--- src/sv/sha_pkg.sv ---
`timescale 1ns / 1ps
package sha_pkg;

   localparam int unsigned BlockBytes = 64;
   localparam int unsigned LenOffset  = 56;
   localparam logic [7:0]  PadMark    = 8'h80;

   typedef enum logic [1:0] {
      CMD_ABSORB        = 2'd0,
      CMD_ABSORB_FINISH = 2'd1,
      CMD_FINISH        = 2'd2,
      CMD_FINISH_ALT    = 2'd3
   } cmd_type;

   // Work handed from the front end to the compression engine.
   typedef struct packed {
      logic        slot;      // which block buffer half holds the data
      logic        finish;    // pad and emit digest after this
      logic [5:0]  fill;      // bytes of message in the block (0..63), only when finish
      logic        full;      // block is a complete 64-byte block
      logic [63:0] bit_len;   // message length in bits at finish
   } job_type;

   localparam logic [31:0] InitValue [8] = '{
      32'h6a09e667, 32'hbb67ae85, 32'h3c6ef372, 32'ha54ff53a,
      32'h510e527f, 32'h9b05688c, 32'h1f83d9ab, 32'h5be0cd19
   };

   localparam logic [31:0] RoundConst [64] = '{
      32'h428a2f98, 32'h71374491, 32'hb5c0fbcf, 32'he9b5dba5,
      32'h3956c25b, 32'h59f111f1, 32'h923f82a4, 32'hab1c5ed5,
      32'hd807aa98, 32'h12835b01, 32'h243185be, 32'h550c7dc3,
      32'h72be5d74, 32'h80deb1fe, 32'h9bdc06a7, 32'hc19bf174,
      32'he49b69c1, 32'hefbe4786, 32'h0fc19dc6, 32'h240ca1cc,
      32'h2de92c6f, 32'h4a7484aa, 32'h5cb0a9dc, 32'h76f988da,
      32'h983e5152, 32'ha831c66d, 32'hb00327c8, 32'hbf597fc7,
      32'hc6e00bf3, 32'hd5a79147, 32'h06ca6351, 32'h14292967,
      32'h27b70a85, 32'h2e1b2138, 32'h4d2c6dfc, 32'h53380d13,
      32'h650a7354, 32'h766a0abb, 32'h81c2c92e, 32'h92722c85,
      32'ha2bfe8a1, 32'ha81a664b, 32'hc24b8b70, 32'hc76c51a3,
      32'hd192e819, 32'hd6990624, 32'hf40e3585, 32'h106aa070,
      32'h19a4c116, 32'h1e376c08, 32'h2748774c, 32'h34b0bcb5,
      32'h391c0cb3, 32'h4ed8aa4a, 32'h5b9cca4f, 32'h682e6ff3,
      32'h748f82ee, 32'h78a5636f, 32'h84c87814, 32'h8cc70208,
      32'h90befffa, 32'ha4506ceb, 32'hbef9a3f7, 32'hc67178f2
   };

   function automatic logic [31:0] rotr(input logic [31:0] x, input int unsigned n);
      rotr = (x >> n) | (x << (32 - n));
   endfunction

endpackage

--- src/sv/sha_ram.sv ---
`timescale 1ns / 1ps
module sha_ram #(
   parameter int unsigned Width = 8,
   parameter int unsigned Depth = 128
) (
   input  logic                     clock,
   input  logic                     wr_en,
   input  logic [$clog2(Depth)-1:0] wr_addr,
   input  logic [Width-1:0]         wr_data,
   input  logic [$clog2(Depth)-1:0] rd_addr,
   output logic [Width-1:0]         rd_data
);
   logic [Width-1:0] mem [Depth];
   logic [Width-1:0] rd_data_ff;

   always_ff @(posedge clock) begin
      if (wr_en) begin
         mem[wr_addr] <= wr_data;
      end
      rd_data_ff <= mem[rd_addr];
   end

   assign rd_data = rd_data_ff;
endmodule

--- src/sv/sha_front.sv ---
`timescale 1ns / 1ps
// Byte packer: write bytes into the current buffer half, post a job per full
// block or finish.
module sha_front (
   input  logic             clock,
   input  logic             reset,
   input  logic             req_valid,
   output logic             req_stall,
   input  logic [1:0]       req_cmd,
   input  logic [7:0]       req_data_byte,
   output logic             buf_wr_en,
   output logic [6:0]       buf_wr_addr,
   output logic [7:0]       buf_wr_data,
   output logic             job_valid,
   output sha_pkg::job_type job,
   input  logic             job_stall,
   input  logic             slot_free
);
   import sha_pkg::*;

   logic [63:0] bit_len_ff, bit_len_in;
   logic        slot_ff, slot_in;
   logic        accept;
   logic        absorb;
   logic        fin;
   logic [5:0]  pos;
   logic        full;

   assign pos    = bit_len_ff[8:3];
   assign absorb = (req_cmd == CMD_ABSORB) || (req_cmd == CMD_ABSORB_FINISH);
   assign fin    = (req_cmd != CMD_ABSORB);
   assign full   = absorb && (pos == 6'd63);

   // Hold while the queue is full or the current half is still claimed by a job.
   assign req_stall = job_stall || !slot_free;
   assign accept    = req_valid && !req_stall;

   assign buf_wr_en   = accept && absorb;
   assign buf_wr_addr = {slot_ff, pos};
   assign buf_wr_data = req_data_byte;

   assign job_valid   = accept && (full || fin);
   assign job.slot    = slot_ff;
   assign job.finish  = fin;
   assign job.full    = full;
   assign job.fill    = absorb ? pos + 6'd1 : pos;
   assign job.bit_len = absorb ? bit_len_ff + 64'd8 : bit_len_ff;

   always_comb begin
      bit_len_in = bit_len_ff;
      slot_in    = slot_ff;
      if (accept) begin
         if (fin) begin
            bit_len_in = '0;
         end else begin
            bit_len_in = bit_len_ff + 64'd8;
         end
         if (full || fin) begin
            slot_in = !slot_ff;
         end
      end
   end

   always_ff @(posedge clock) begin
      if (reset) begin
         bit_len_ff <= '0;
         slot_ff    <= 1'b0;
      end else begin
         bit_len_ff <= bit_len_in;
         slot_ff    <= slot_in;
      end
   end
endmodule

--- src/sv/sha_queue.sv ---
`timescale 1ns / 1ps
// Two-entry job queue between packer and engine.
module sha_queue (
   input  logic             clock,
   input  logic             reset,
   input  logic             push,
   input  sha_pkg::job_type push_job,
   output logic             full,
   output logic             not_empty,
   output sha_pkg::job_type head,
   input  logic             pop
);
   import sha_pkg::*;

   job_type    ent_ff [2];
   logic       wr_ff, rd_ff;
   logic [1:0] cnt_ff;

   assign full      = (cnt_ff == 2'd2);
   assign not_empty = (cnt_ff != 2'd0);
   assign head      = ent_ff[rd_ff];

   always_ff @(posedge clock) begin
      if (push) begin
         ent_ff[wr_ff] <= push_job;
      end
   end

   always_ff @(posedge clock) begin
      if (reset) begin
         wr_ff  <= 1'b0;
         rd_ff  <= 1'b0;
         cnt_ff <= '0;
      end else begin
         if (push) begin
            wr_ff <= !wr_ff;
         end
         if (pop) begin
            rd_ff <= !rd_ff;
         end
         cnt_ff <= cnt_ff + {1'b0, push} - {1'b0, pop};
      end
   end
endmodule

--- src/sv/sha_engine.sv ---
`timescale 1ns / 1ps
// Compression engine: load 16 words from buffer, run 64 rounds, fold,
// then pad blocks and emit the digest for finish jobs.
module sha_engine (
   input  logic             clock,
   input  logic             reset,
   input  logic             job_valid,
   input  sha_pkg::job_type job,
   output logic             job_pop,
   output logic             slot_release,
   output logic             slot_release_id,
   output logic [6:0]       buf_rd_addr,
   input  logic [7:0]       buf_rd_data,
   output logic             rsp_valid,
   input  logic             rsp_stall,
   output logic [31:0]      rsp_digest_word,
   output logic [2:0]       rsp_word_index,
   output logic             rsp_last_word
);
   import sha_pkg::*;

   typedef enum logic [5:0] {
      ST_IDLE  = 6'b000001,
      ST_LOAD  = 6'b000010,
      ST_ROUND = 6'b000100,
      ST_FOLD  = 6'b001000,
      ST_EMIT  = 6'b010000,
      ST_NEXT  = 6'b100000
   } state_type;

   state_type   state_ff, state_in;
   logic [31:0] cv_ff [8];
   logic [31:0] rv_ff [8];
   logic [31:0] w_ff  [16];
   logic [6:0]  cnt_ff, cnt_in;     // byte index during load, round during rounds
   logic        pass_ff;            // 0 first padded block, 1 length block
   logic        extra_ff;           // a second padded block is needed
   logic        rd_pend_ff;
   logic [5:0]  rd_pos_ff;
   logic [2:0]  emit_ff;
   logic [5:0]  pos;
   logic [7:0]  pad_byte;
   logic [31:0] wt, w2, w15, s0, s1, t1, t2;
   logic [31:0] ra, re;
   logic [5:0]  rnd;
   logic [5:0]  ld_pos;
   logic        ld_real;
   logic [2:0]  lsel;

   assign rnd = cnt_ff[5:0];
   assign ra  = rv_ff[0];
   assign re  = rv_ff[4];
   assign w2  = w_ff[14];
   assign w15 = w_ff[1];
   assign s1  = rotr(w2, 17) ^ rotr(w2, 19) ^ (w2 >> 10);
   assign s0  = rotr(w15, 7) ^ rotr(w15, 18) ^ (w15 >> 3);
   assign wt  = (rnd < 6'd16) ? w_ff[0] : s1 + w_ff[9] + s0 + w_ff[0];
   assign t1  = rv_ff[7] + (rotr(re, 6) ^ rotr(re, 11) ^ rotr(re, 25))
              + ((re & rv_ff[5]) ^ (~re & rv_ff[6])) + RoundConst[rnd] + wt;
   assign t2  = (rotr(ra, 2) ^ rotr(ra, 13) ^ rotr(ra, 22))
              + ((ra & rv_ff[1]) ^ (ra & rv_ff[2]) ^ (rv_ff[1] & rv_ff[2]));

   // Read byte for position cnt during load; data returns next cycle.
   assign ld_pos      = cnt_ff[5:0];
   assign ld_real     = (state_ff == ST_LOAD) && !cnt_ff[6];
   assign buf_rd_addr = {job.slot, ld_pos};

   // Compose the byte that goes into the schedule for the position read in the previous cycle.
   // A full block closed by its finishing byte puts the pad mark at the head of
   // the length block.
   assign pos  = rd_pos_ff;
   assign lsel = 3'(pos - 6'(LenOffset));
   always_comb begin
      pad_byte = 8'h00;
      if (!pass_ff) begin
         if (job.full || pos < job.fill) begin
            pad_byte = buf_rd_data;
         end else if (pos == job.fill) begin
            pad_byte = PadMark;
         end else if (!extra_ff && pos >= 6'(LenOffset)) begin
            pad_byte = job.bit_len[8'(7 - lsel) * 8 +: 8];
         end
      end else if (job.full && pos == 6'd0) begin
         pad_byte = PadMark;
      end else if (pos >= 6'(LenOffset)) begin
         pad_byte = job.bit_len[8'(7 - lsel) * 8 +: 8];
      end
   end

   assign rsp_valid       = (state_ff == ST_EMIT);
   assign rsp_digest_word = cv_ff[emit_ff];
   assign rsp_word_index  = emit_ff;
   assign rsp_last_word   = (emit_ff == 3'd7);

   always_comb begin
      state_in        = state_ff;
      cnt_in          = cnt_ff;
      job_pop         = 1'b0;
      slot_release    = 1'b0;
      slot_release_id = job.slot;
      unique case (state_ff)
         ST_IDLE: begin
            cnt_in = '0;
            if (job_valid) begin
               state_in = ST_LOAD;
            end
         end
         ST_LOAD: begin
            cnt_in = cnt_ff + 7'd1;
            if (cnt_ff == 7'd64) begin
               state_in = ST_ROUND;
               cnt_in   = '0;
            end
         end
         ST_ROUND: begin
            cnt_in = cnt_ff + 7'd1;
            if (cnt_ff == 7'd63) begin
               state_in = ST_FOLD;
            end
         end
         ST_FOLD: begin
            cnt_in = '0;
            if (!job.finish) begin
               state_in     = ST_IDLE;
               job_pop      = 1'b1;
               slot_release = 1'b1;
            end else if (extra_ff && !pass_ff) begin
               state_in = ST_LOAD;
            end else begin
               state_in = ST_EMIT;
            end
         end
         ST_EMIT: begin
            if (!rsp_stall && emit_ff == 3'd7) begin
               state_in = ST_NEXT;
            end
         end
         ST_NEXT: begin
            state_in     = ST_IDLE;
            job_pop      = 1'b1;
            slot_release = 1'b1;
         end
         default: state_in = ST_IDLE;
      endcase
   end

   always_ff @(posedge clock) begin
      if (reset) begin
         state_ff   <= ST_IDLE;
         cnt_ff     <= '0;
         emit_ff    <= '0;
         pass_ff    <= 1'b0;
         extra_ff   <= 1'b0;
         rd_pend_ff <= 1'b0;
         for (int i = 0; i < 8; i++) begin
            cv_ff[i] <= InitValue[i];
         end
      end else begin
         state_ff   <= state_in;
         cnt_ff     <= cnt_in;
         rd_pend_ff <= ld_real;
         if (state_ff == ST_IDLE && job_valid) begin
            pass_ff  <= 1'b0;
            extra_ff <= job.finish && (job.full || job.fill >= 6'(LenOffset));
         end
         if (state_ff == ST_FOLD) begin
            if (job.finish && extra_ff && !pass_ff) begin
               pass_ff <= 1'b1;
            end
            for (int i = 0; i < 8; i++) begin
               cv_ff[i] <= cv_ff[i] + rv_ff[i];
            end
         end
         if (state_ff == ST_EMIT && !rsp_stall) begin
            emit_ff <= emit_ff + 3'd1;
         end
         if (state_ff == ST_NEXT) begin
            for (int i = 0; i < 8; i++) begin
               cv_ff[i] <= InitValue[i];
            end
         end
      end
   end

   always_ff @(posedge clock) begin
      rd_pos_ff <= ld_pos;
      // Shift the byte into the schedule window; advance the window as each new
      // word starts, so word 0 ends up first.
      if (rd_pend_ff) begin
         w_ff[15] <= {w_ff[15][23:0], pad_byte};
         if (pos[1:0] == 2'd0 && pos != 6'd0) begin
            for (int i = 0; i < 15; i++) begin
               w_ff[i] <= w_ff[i + 1];
            end
         end
      end
      if (state_ff == ST_LOAD && cnt_ff == 7'd64) begin
         for (int i = 0; i < 8; i++) begin
            rv_ff[i] <= cv_ff[i];
         end
      end
      if (state_ff == ST_ROUND) begin
         for (int i = 0; i < 15; i++) begin
            w_ff[i] <= w_ff[i + 1];
         end
         w_ff[15] <= wt;
         rv_ff[7] <= rv_ff[6];
         rv_ff[6] <= rv_ff[5];
         rv_ff[5] <= rv_ff[4];
         rv_ff[4] <= rv_ff[3] + t1;
         rv_ff[3] <= rv_ff[2];
         rv_ff[2] <= rv_ff[1];
         rv_ff[1] <= rv_ff[0];
         rv_ff[0] <= t1 + t2;
      end
   end
endmodule

--- src/sv/sha256_stream_hasher_top.sv ---
`timescale 1ns / 1ps
// Streaming SHA-256 hasher. Each request carries a command (absorb byte,
// absorb byte and finish, finish without byte; code 3 acts as finish) and a
// byte. Bytes fill one half of a two-block buffer RAM while the engine
// compresses the other half, so byte requests take one cycle each as long as
// the engine keeps up. For each block the engine loads it from the RAM a byte
// a cycle, runs 64 rounds, folds and dispatches; requests stall while both
// buffer halves are taken. A finish adds one or two padded blocks and then
// presents the eight digest words, word 0 first, big-endian, last_word on
// word 7; after that the chaining value returns to the initial hash for the
// next message.
module sha256_stream_hasher_top (
   input  logic        clock,
   input  logic        reset,
   input  logic        req_valid,
   output logic        req_stall,
   input  logic [1:0]  req_cmd,
   input  logic [7:0]  req_data_byte,
   output logic        rsp_valid,
   input  logic        rsp_stall,
   output logic [31:0] rsp_digest_word,
   output logic [2:0]  rsp_word_index,
   output logic        rsp_last_word
);
   import sha_pkg::*;

   logic       buf_wr_en;
   logic [6:0] buf_wr_addr, buf_rd_addr;
   logic [7:0] buf_wr_data, buf_rd_data;
   logic       push, q_full, q_ne, pop;
   job_type    push_job, head;
   logic       rel, rel_id;
   logic [1:0] busy_ff, busy_in;
   logic       slot_ff;
   logic       slot_free;

   // Track which buffer half is claimed by a posted job.
   assign slot_free = !busy_ff[slot_ff];

   always_comb begin
      busy_in = busy_ff;
      if (rel) begin
         busy_in[rel_id] = 1'b0;
      end
      if (push) begin
         busy_in[push_job.slot] = 1'b1;
      end
   end

   always_ff @(posedge clock) begin
      if (reset) begin
         busy_ff <= '0;
         slot_ff <= 1'b0;
      end else begin
         busy_ff <= busy_in;
         if (push) begin
            slot_ff <= !push_job.slot;
         end
      end
   end

   sha_front u_front (
      .clock, .reset, .req_valid, .req_stall, .req_cmd, .req_data_byte,
      .buf_wr_en, .buf_wr_addr, .buf_wr_data,
      .job_valid(push), .job(push_job), .job_stall(q_full), .slot_free
   );

   sha_ram #(.Width(8), .Depth(128)) u_buf (
      .clock, .wr_en(buf_wr_en), .wr_addr(buf_wr_addr), .wr_data(buf_wr_data),
      .rd_addr(buf_rd_addr), .rd_data(buf_rd_data)
   );

   sha_queue u_queue (
      .clock, .reset, .push, .push_job, .full(q_full), .not_empty(q_ne),
      .head, .pop
   );

   sha_engine u_engine (
      .clock, .reset, .job_valid(q_ne), .job(head), .job_pop(pop),
      .slot_release(rel), .slot_release_id(rel_id),
      .buf_rd_addr, .buf_rd_data,
      .rsp_valid, .rsp_stall, .rsp_digest_word, .rsp_word_index, .rsp_last_word
   );
endmodule

--- config.mk ---
export PLATFORM = sky130hd
export DESIGN_NAME = sha256_stream_hasher_top
export DESIGN_NICKNAME = d
export VERILOG_FILES = /design/src/sv/sha_pkg.sv /design/src/sv/sha_ram.sv /design/src/sv/sha_front.sv /design/src/sv/sha_queue.sv /design/src/sv/sha_engine.sv /design/src/sv/sha256_stream_hasher_top.sv
export SDC_FILE = /design/constraint.sdc
export NUM_CORES = 2
export LEC_CHECK = 0
export BUFFER_PORTS_ARGS = -buffer_cell sky130_fd_sc_hd__buf_2
export CAP_MARGIN = 20
export CELL_PAD_IN_SITES_DETAIL_PLACEMENT = 1
export CELL_PAD_IN_SITES_GLOBAL_PLACEMENT = 1
export CORE_ASPECT_RATIO = 0.8
export CORE_MARGIN = 2
export CORE_UTILIZATION = 29
export DETAILED_ROUTE_END_ITERATION = 8
export PLACE_DENSITY = 0.48
export SLEW_MARGIN = 10
export SYNTH_ARGS = -nofsm -noshare
export SYNTH_HDL_FRONTEND = slang
export SYNTH_SLANG_ARGS = --single-unit
--- constraint.sdc ---
create_clock -name clock -period 22.8 [get_ports clock]
set_input_delay 1.14 -clock clock [delete_from_list [all_inputs] [get_ports clock]]
set_output_delay 1.14 -clock clock [all_outputs]
set_load 0.02 [all_outputs]
# Word level (Yosys, flattened, before mapping)
# Memory sizes are Yosys's and may differ from the RTL's. A register that Yosys moved wholly into a read port is not among the register bits.
# Cells that the tools add are included.
# totals
register_bits	97
ram_bits	2194
mem_bits_ro	2048
input_bits	14
out_inout_bits	38
wordCells	285
memories	6
# mem_list
name	depth	width	rd	rd_clocked_by_memory_dff	wr	line	rtl
(no name shown)	64	32	1	0	0	sha_engine.sv:59	+ ((re & rv_ff[5]) ^ (~re & rv_ff[6])) + RoundConst[rnd] + wt;
u_buf.mem	128	8	1	1	1	sha_ram.sv:13	logic [Width-1:0] mem [Depth];
u_engine.w_ff	16	32	16	0	16	sha_engine.sv:34	logic [31:0] w_ff [16];
u_engine.cv_ff	8	32	9	1	8	sha_engine.sv:32	logic [31:0] cv_ff [8];
u_engine.rv_ff	8	32	8	0	8	sha_engine.sv:33	logic [31:0] rv_ff [8];
u_queue.ent_ff	2	73	1	1	1	sha_queue.sv:15	job_type ent_ff [2];
# op_classes
add_sub_neg	26
n_lt_le_gt_ge	10
n_eq_ne	17
shifts	1
muxes	99
bitwise_logic	71
n_reduce_logical	41
# ops
operator	n
$mux 32	43
$add 32x32->32	18
$xor 32x32->32	9
$and 32x32->32	5
$mux 64	2
$add 64x4->64 const B	1
$shiftx 64x12->8	1
$mux 8	6
$or 1x1->1	40
$mux 6	6
$not 32->32	1
$or 10x32->32	1
$or 13x32->32	1
$or 14x32->32	1
$or 15x32->32	1
$or 19x32->32	1
$or 21x32->32	1
$or 25x32->32	1
$or 26x32->32	1
$or 30x32->32	1
$or 7x32->32	1
$xor 32x22->32	1
$xor 32x29->32	1
$mux 1	31
50 further kinds	90

# Longest topological paths before layout
# An unclocked memory read counts as a cell.
# logic_depth
word_depth	11
depth_mapped	44
mapped_depth_nobuf	42

# By module
# Synthesis repeated with hierarchy kept, for this count alone.
# unflattened
hier_cells	8961
hier_area_um2	117584.0
# by_module_without_submodules
mod	n_inst	cells_per_inst	area_each_um2	seq_area_each_um2
sha_engine	1	6375	66995.5	30028.8
sha_ram	1	1635	39665.5	30909.6
sha_queue	1	248	5839.4	4484.3
sha_front	1	690	4942.2	1241.2
sha256_stream_hasher_top	1	13	141.4	60.1

# Worst setup path before layout
# Ideal clock, no wire load.
# synth_timing
path_kind	register to register
start	register u_engine.cnt_ff[1]
end	memory u_engine.rv_ff[0][0] (enable)
setup_ps	1228
arrival_ps	20124
setup_slack_ps	1448
stages_incl_launch_ff	11
n_path_buf	5
synth_period_minus_slack_ps	21352
cell_sequence	dfxtp_1 -> clkbuf_1 -> clkbuf_1 -> buf_2 -> buf_2 -> inv_1 -> clkbuf_1 -> ha_1 -> nor2b_1 -> nand4_1 -> o21ai_0
# synth_rtl
item	line	rtl
start: declaration	sha_engine.sv:35	logic [6:0] cnt_ff, cnt_in;
start signal: assignment	sha_engine.sv:160	cnt_ff <= cnt_in;
end: declaration	sha_engine.sv:33	

==> run summary <==
Vias per inst = 5.09
Ys flop type = sky130_fd_sc_hd__edfxtp_1
Placed wire-length estimate = 279 mm
Placeable Area = 0.397 sq mm
Flop2flop setup slack = 11.73 ns
RSZ-0062 raised after global routing = no
Congestion Overflow GR = 0
DRC violation count after routing = 0
Maximum number of pins on one net before global-route repair = 123
Setup tns final = 0 ns
Starting utilization of the core area = 29.1%
Synth warn = 0
Vias after detailed routing = 73,600
First-pass DRT Iterations = 6
Period minus WS final = 11.07 ns
Count of input and output buffers = 51
Clock Skews = 0.116 ns
Reg-to-Reg End = u_engine.rv_ff[0][31]
Maximum fanout along the worst path = 6
Ratio of cells with drive above 1 in the final layout = 12.8%
Post-synthesis sequential area ratio = 57.4%
Worst r2r path cells = 39
Global placer's final weighted congestion = 0.881
Cell depth of the worst min-delay path = 0
Cts repair resizes = 0
Cell variety after synth = 113
Per-instance average area after synthesis = 13.0 sq um
Synthesis-to-finish area growth = 13.1%
Final-report setup violation count = 0
Post-CTS repair timing setup buffer count = 0
Clk buf depth = 4
Crit path capture type = flip-flop
Wire length reported by the detailed router = 396 mm
Die outline height = 568 microns
Fin Hold WS = 0.403 ns
Async S/R FF share, synth = 0%
Worst-margin pin slew = 1.18 ns
Nets@finish = 9,536
Leakage = 45.4 nW
Crit Path Category = reg -> reg
Number of pins exceeding their max-slew limit in the final report = 0
Antenna violations before repair = 22
Cell Area, Synth = 0.115 sq mm
Synthesized netlist net count = 9,493
Startpoint of the lowest-slack register-to-register path = u_engine.w_ff[14][20]
Count of flip-flops with a built-in enable after synthesis = 2,048
Area of the multi-input gates = 0.0461 sq mm
Run status = completed
Largest cells by area after synthesis = sky130_fd_sc_hd__edfxtp_1 53%, sky130_fd_sc_hd__mux4_2 8.3%, sky130_fd_sc_hd__ha_1 4.4%
Post-synth top area share = 53.3%
Peak supply drop = 0.0000602 V
Num ports = 52
Die ar. = 0.403 sq mm
Number of filler cells placed in the layout = 42,200
Horizontal die dimension = 709 microns
Buffers & Inverters on Critical Path = 1
Crit share post-route = 48.5%
Count of mapped cells out of synthesis = 8,883
Destination of the worst hold path = u_engine.w_ff[5][9]
Via count of the first global-routing pass = 75,600
Cell at the root of the clock tree = sky130_fd_sc_hd__clkbuf_16
Wire length of the first global-routing pass = 566 mm
Cts-stage hold buffer count = 0
Yosys reg bits = 2,281
Number of sinks on the clock net = 2,281
Critical-path top delay cell = sky130_fd_sc_hd__a21oi_1
Kind of start point of the critical path = flip-flop
Largest stage delay on the critical path = 0.75 ns
Detail-routed net length per standard cell = 27.4 microns
Headroom to the max-slew limit = 20.4%
Number of buffers created by CTS = 270
Total routing resource utilization after global routing = 19.3%
Most instantiated library cell after synthesis = sky130_fd_sc_hd__edfxtp_1
Std cell rows = 207
Clock slew at reported path FFs = 0.07 ns
H-Tree Depth = 5
Number of nets still failing antenna checks after routing = 0
Final hold violation count = 0
Sequential cell area = 0.0662 sq mm
Kind of cell with the highest combined delay on the critical path = compound AO/OA/AOI/OAI gates
Maxcap violations = 0
Fmax = 0.0903 GHz
TritonCTS clock tree = built
Hold/Removal Path Class = reg -> reg
Commonest cells in the synthesized netlist = 2,048 x sky130_fd_sc_hd__edfxtp_1, 1,179 x sky130_fd_sc_hd__nand2_1, 572 x sky130_fd_sc_hd__nor2_1, 509 x sky130_fd_sc_hd__a21oi_1, 425 x sky130_fd_sc_hd__mux4_2
Worst path required time = 23.40 ns
Source-to-sink clock delay at the later pin of the worst-skew pair = 0.97 ns
Yosys top cell by area = sky130_fd_sc_hd__edfxtp_1
Iter 0 DRT Violations = 6,838
Total power divided by cell area = 78.6 mW/mm^2
Source of the worst hold timing path = u_engine.w_ff[6][9]
Critical Path AT = 11.66 ns
[power breakdown]
part           total [W]  internal [W]  switching (W)
Sequential       0.00460       0.00457      0.0000296
Clock            0.00429       0.00244        0.00185
Combinational    0.00136      0.000515       0.000844
[cell type report]
| class | instances | area share, % |
|---|---|---|
| flip-flops and latches | 2281 | 50.7 |
| well taps | 5329 | 5.11 |
| repair buffers | 200 | 1.12 |
| multi-input cells | 5787 | 35.3 |
| clock buffers | 340 | 5.60 |
| diodes | 8 | 0.0153 |
| inverters | 386 | 1.12 |
| clock inverters | 144 | 0.954 |
[worst max path at each step]
stage	start	endpoint	slack, ns	depth (start not counted)
3_5_place_dp	u_engine.w_ff[14][18]	u_engine.rv_ff[0][31]	11.40	41
2_1_floorplan	u_engine.cnt_ff[1]	u_engine.rv_ff[0][0]	1.45	10
3_3_place_gp	u_engine.w_ff[14][20]	u_engine.rv_ff[0][31]	11.48	41
6_report	u_engine.w_ff[14][20]	u_engine.rv_ff[0][31]	11.73	39
5_1_grt	u_engine.w_ff[14][20]	u_engine.rv_ff[0][31]	11.18	42
4_1_cts	u_engine.w_ff[14][18]	u_engine.rv_ff[0][31]	11.34	41
[layer usage]
layer | vias up | part of all wire [%] | GRT usage (%)
met1 | 38300 | 50 | 29.6
met5 | - | 0.017 | 0
li1 | 33000 | - | -
met3 | 450 | 7.1 | 4.68
met4 | 10 | 2.3 | 4.38
met2 | 1830 | 41 | 27.2
[through the flow]
stage | utilization [%] | area, sq um | total power [W] | std cells | setup WS [ns]
3_3_place_gp | 30.7 | 122000 | 0.00603 | 14000 | 11.48
6_report | 32.9 | 130000 | 0.0103 | 14500 | 11.73
3_5_place_dp | 30.7 | 122000 | 0.00604 | 14000 | 11.40
4_1_cts | 32.9 | 130000 | 0.0104 | 14500 | 11.34
2_1_floorplan | - | 115000 | 0.00559 | 8883 | 1.45
5_1_grt | 32.9 | 130000 | 0.0106 | 14500 | 11.18
[flip-flops by register name, indices dropped and copies added, names as in the netlist, 3 cells and up, named ones only]
signal                   count
u_buf.mem                 1024
u_engine.rv_ff             256
u_engine.w_ff              512
u_engine.state_ff            6
u_buf.rd_data                8
u_engine.rsp_word_index      3
u_front.bit_len_ff          61
u_engine.pos                 6
u_queue.ent_ff             128
u_engine.cv_ff             256
u_engine.cnt_ff              7
[layout by cell type (no fill, tap or decap), types with 26 or more instances in the layout]
cell                        instances
sky130_fd_sc_hd__edfxtp_1        2048
sky130_fd_sc_hd__nand2_1         1175
sky130_fd_sc_hd__nor2_1           566
sky130_fd_sc_hd__a21oi_1          509
sky130_fd_sc_hd__mux4_2           425
sky130_fd_sc_hd__ha_1             401
sky130_fd_sc_hd__o21ai_0          396
sky130_fd_sc_hd__inv_1            379
sky130_fd_sc_hd__xnor2_1          367
sky130_fd_sc_hd__clkbuf_16        279
sky130_fd_sc_hd__xor2_1           268
sky130_fd_sc_hd__dfxtp_1          223
sky130_fd_sc_hd__fa_1             195
sky130_fd_sc_hd__a21o_1           171
sky130_fd_sc_hd__buf_4            147
sky130_fd_sc_hd__nand3_1          118
sky130_fd_sc_hd__nor3_1           115
sky130_fd_sc_hd__nor2b_1           62
sky130_fd_sc_hd__o21a_1            60
sky130_fd_sc_hd__nand2b_1          60
sky130_fd_sc_hd__mux2_2            57
sky130_fd_sc_hd__clkinv_1          54
sky130_fd_sc_hd__mux2i_1           54
sky130_fd_sc_hd__a211oi_1          54
sky130_fd_sc_hd__or3_1             54
sky130_fd_sc_hd__o211ai_1          53
sky130_fd_sc_hd__a31oi_1           52
sky130_fd_sc_hd__clkbuf_1          51
sky130_fd_sc_hd__o21bai_1          47
sky130_fd_sc_hd__nand4_1           43
sky130_fd_sc_hd__clkinv_2          43
sky130_fd_sc_hd__buf_2             43
sky130_fd_sc_hd__and3_1            41
sky130_fd_sc_hd__and2_1            29
sky130_fd_sc_hd__o21ai_1           29
sky130_fd_sc_hd__o31ai_1           26
[kinds of logic (layout without fill, tap and decap cells)]
kind of cell / count (synthesis) / count (layout) / share of synthesized area [%]
multiplexers: 536 / 536 / 9.32
other: 0 / 8 / 0
adder cells (fa/ha/maj): 615 / 615 / 7.90
buffers and inverters: 815 / 1070 / 2.72
flip-flops: 2281 / 2281 / 57.4
AND/OR/NAND/NOR: 2382 / 2382 / 9.03
XOR/XNOR: 637 / 637 / 4.86
AO/OA/AOI/OAI: 1617 / 1617 / 8.80
Power figures use the tool's default switching activity.
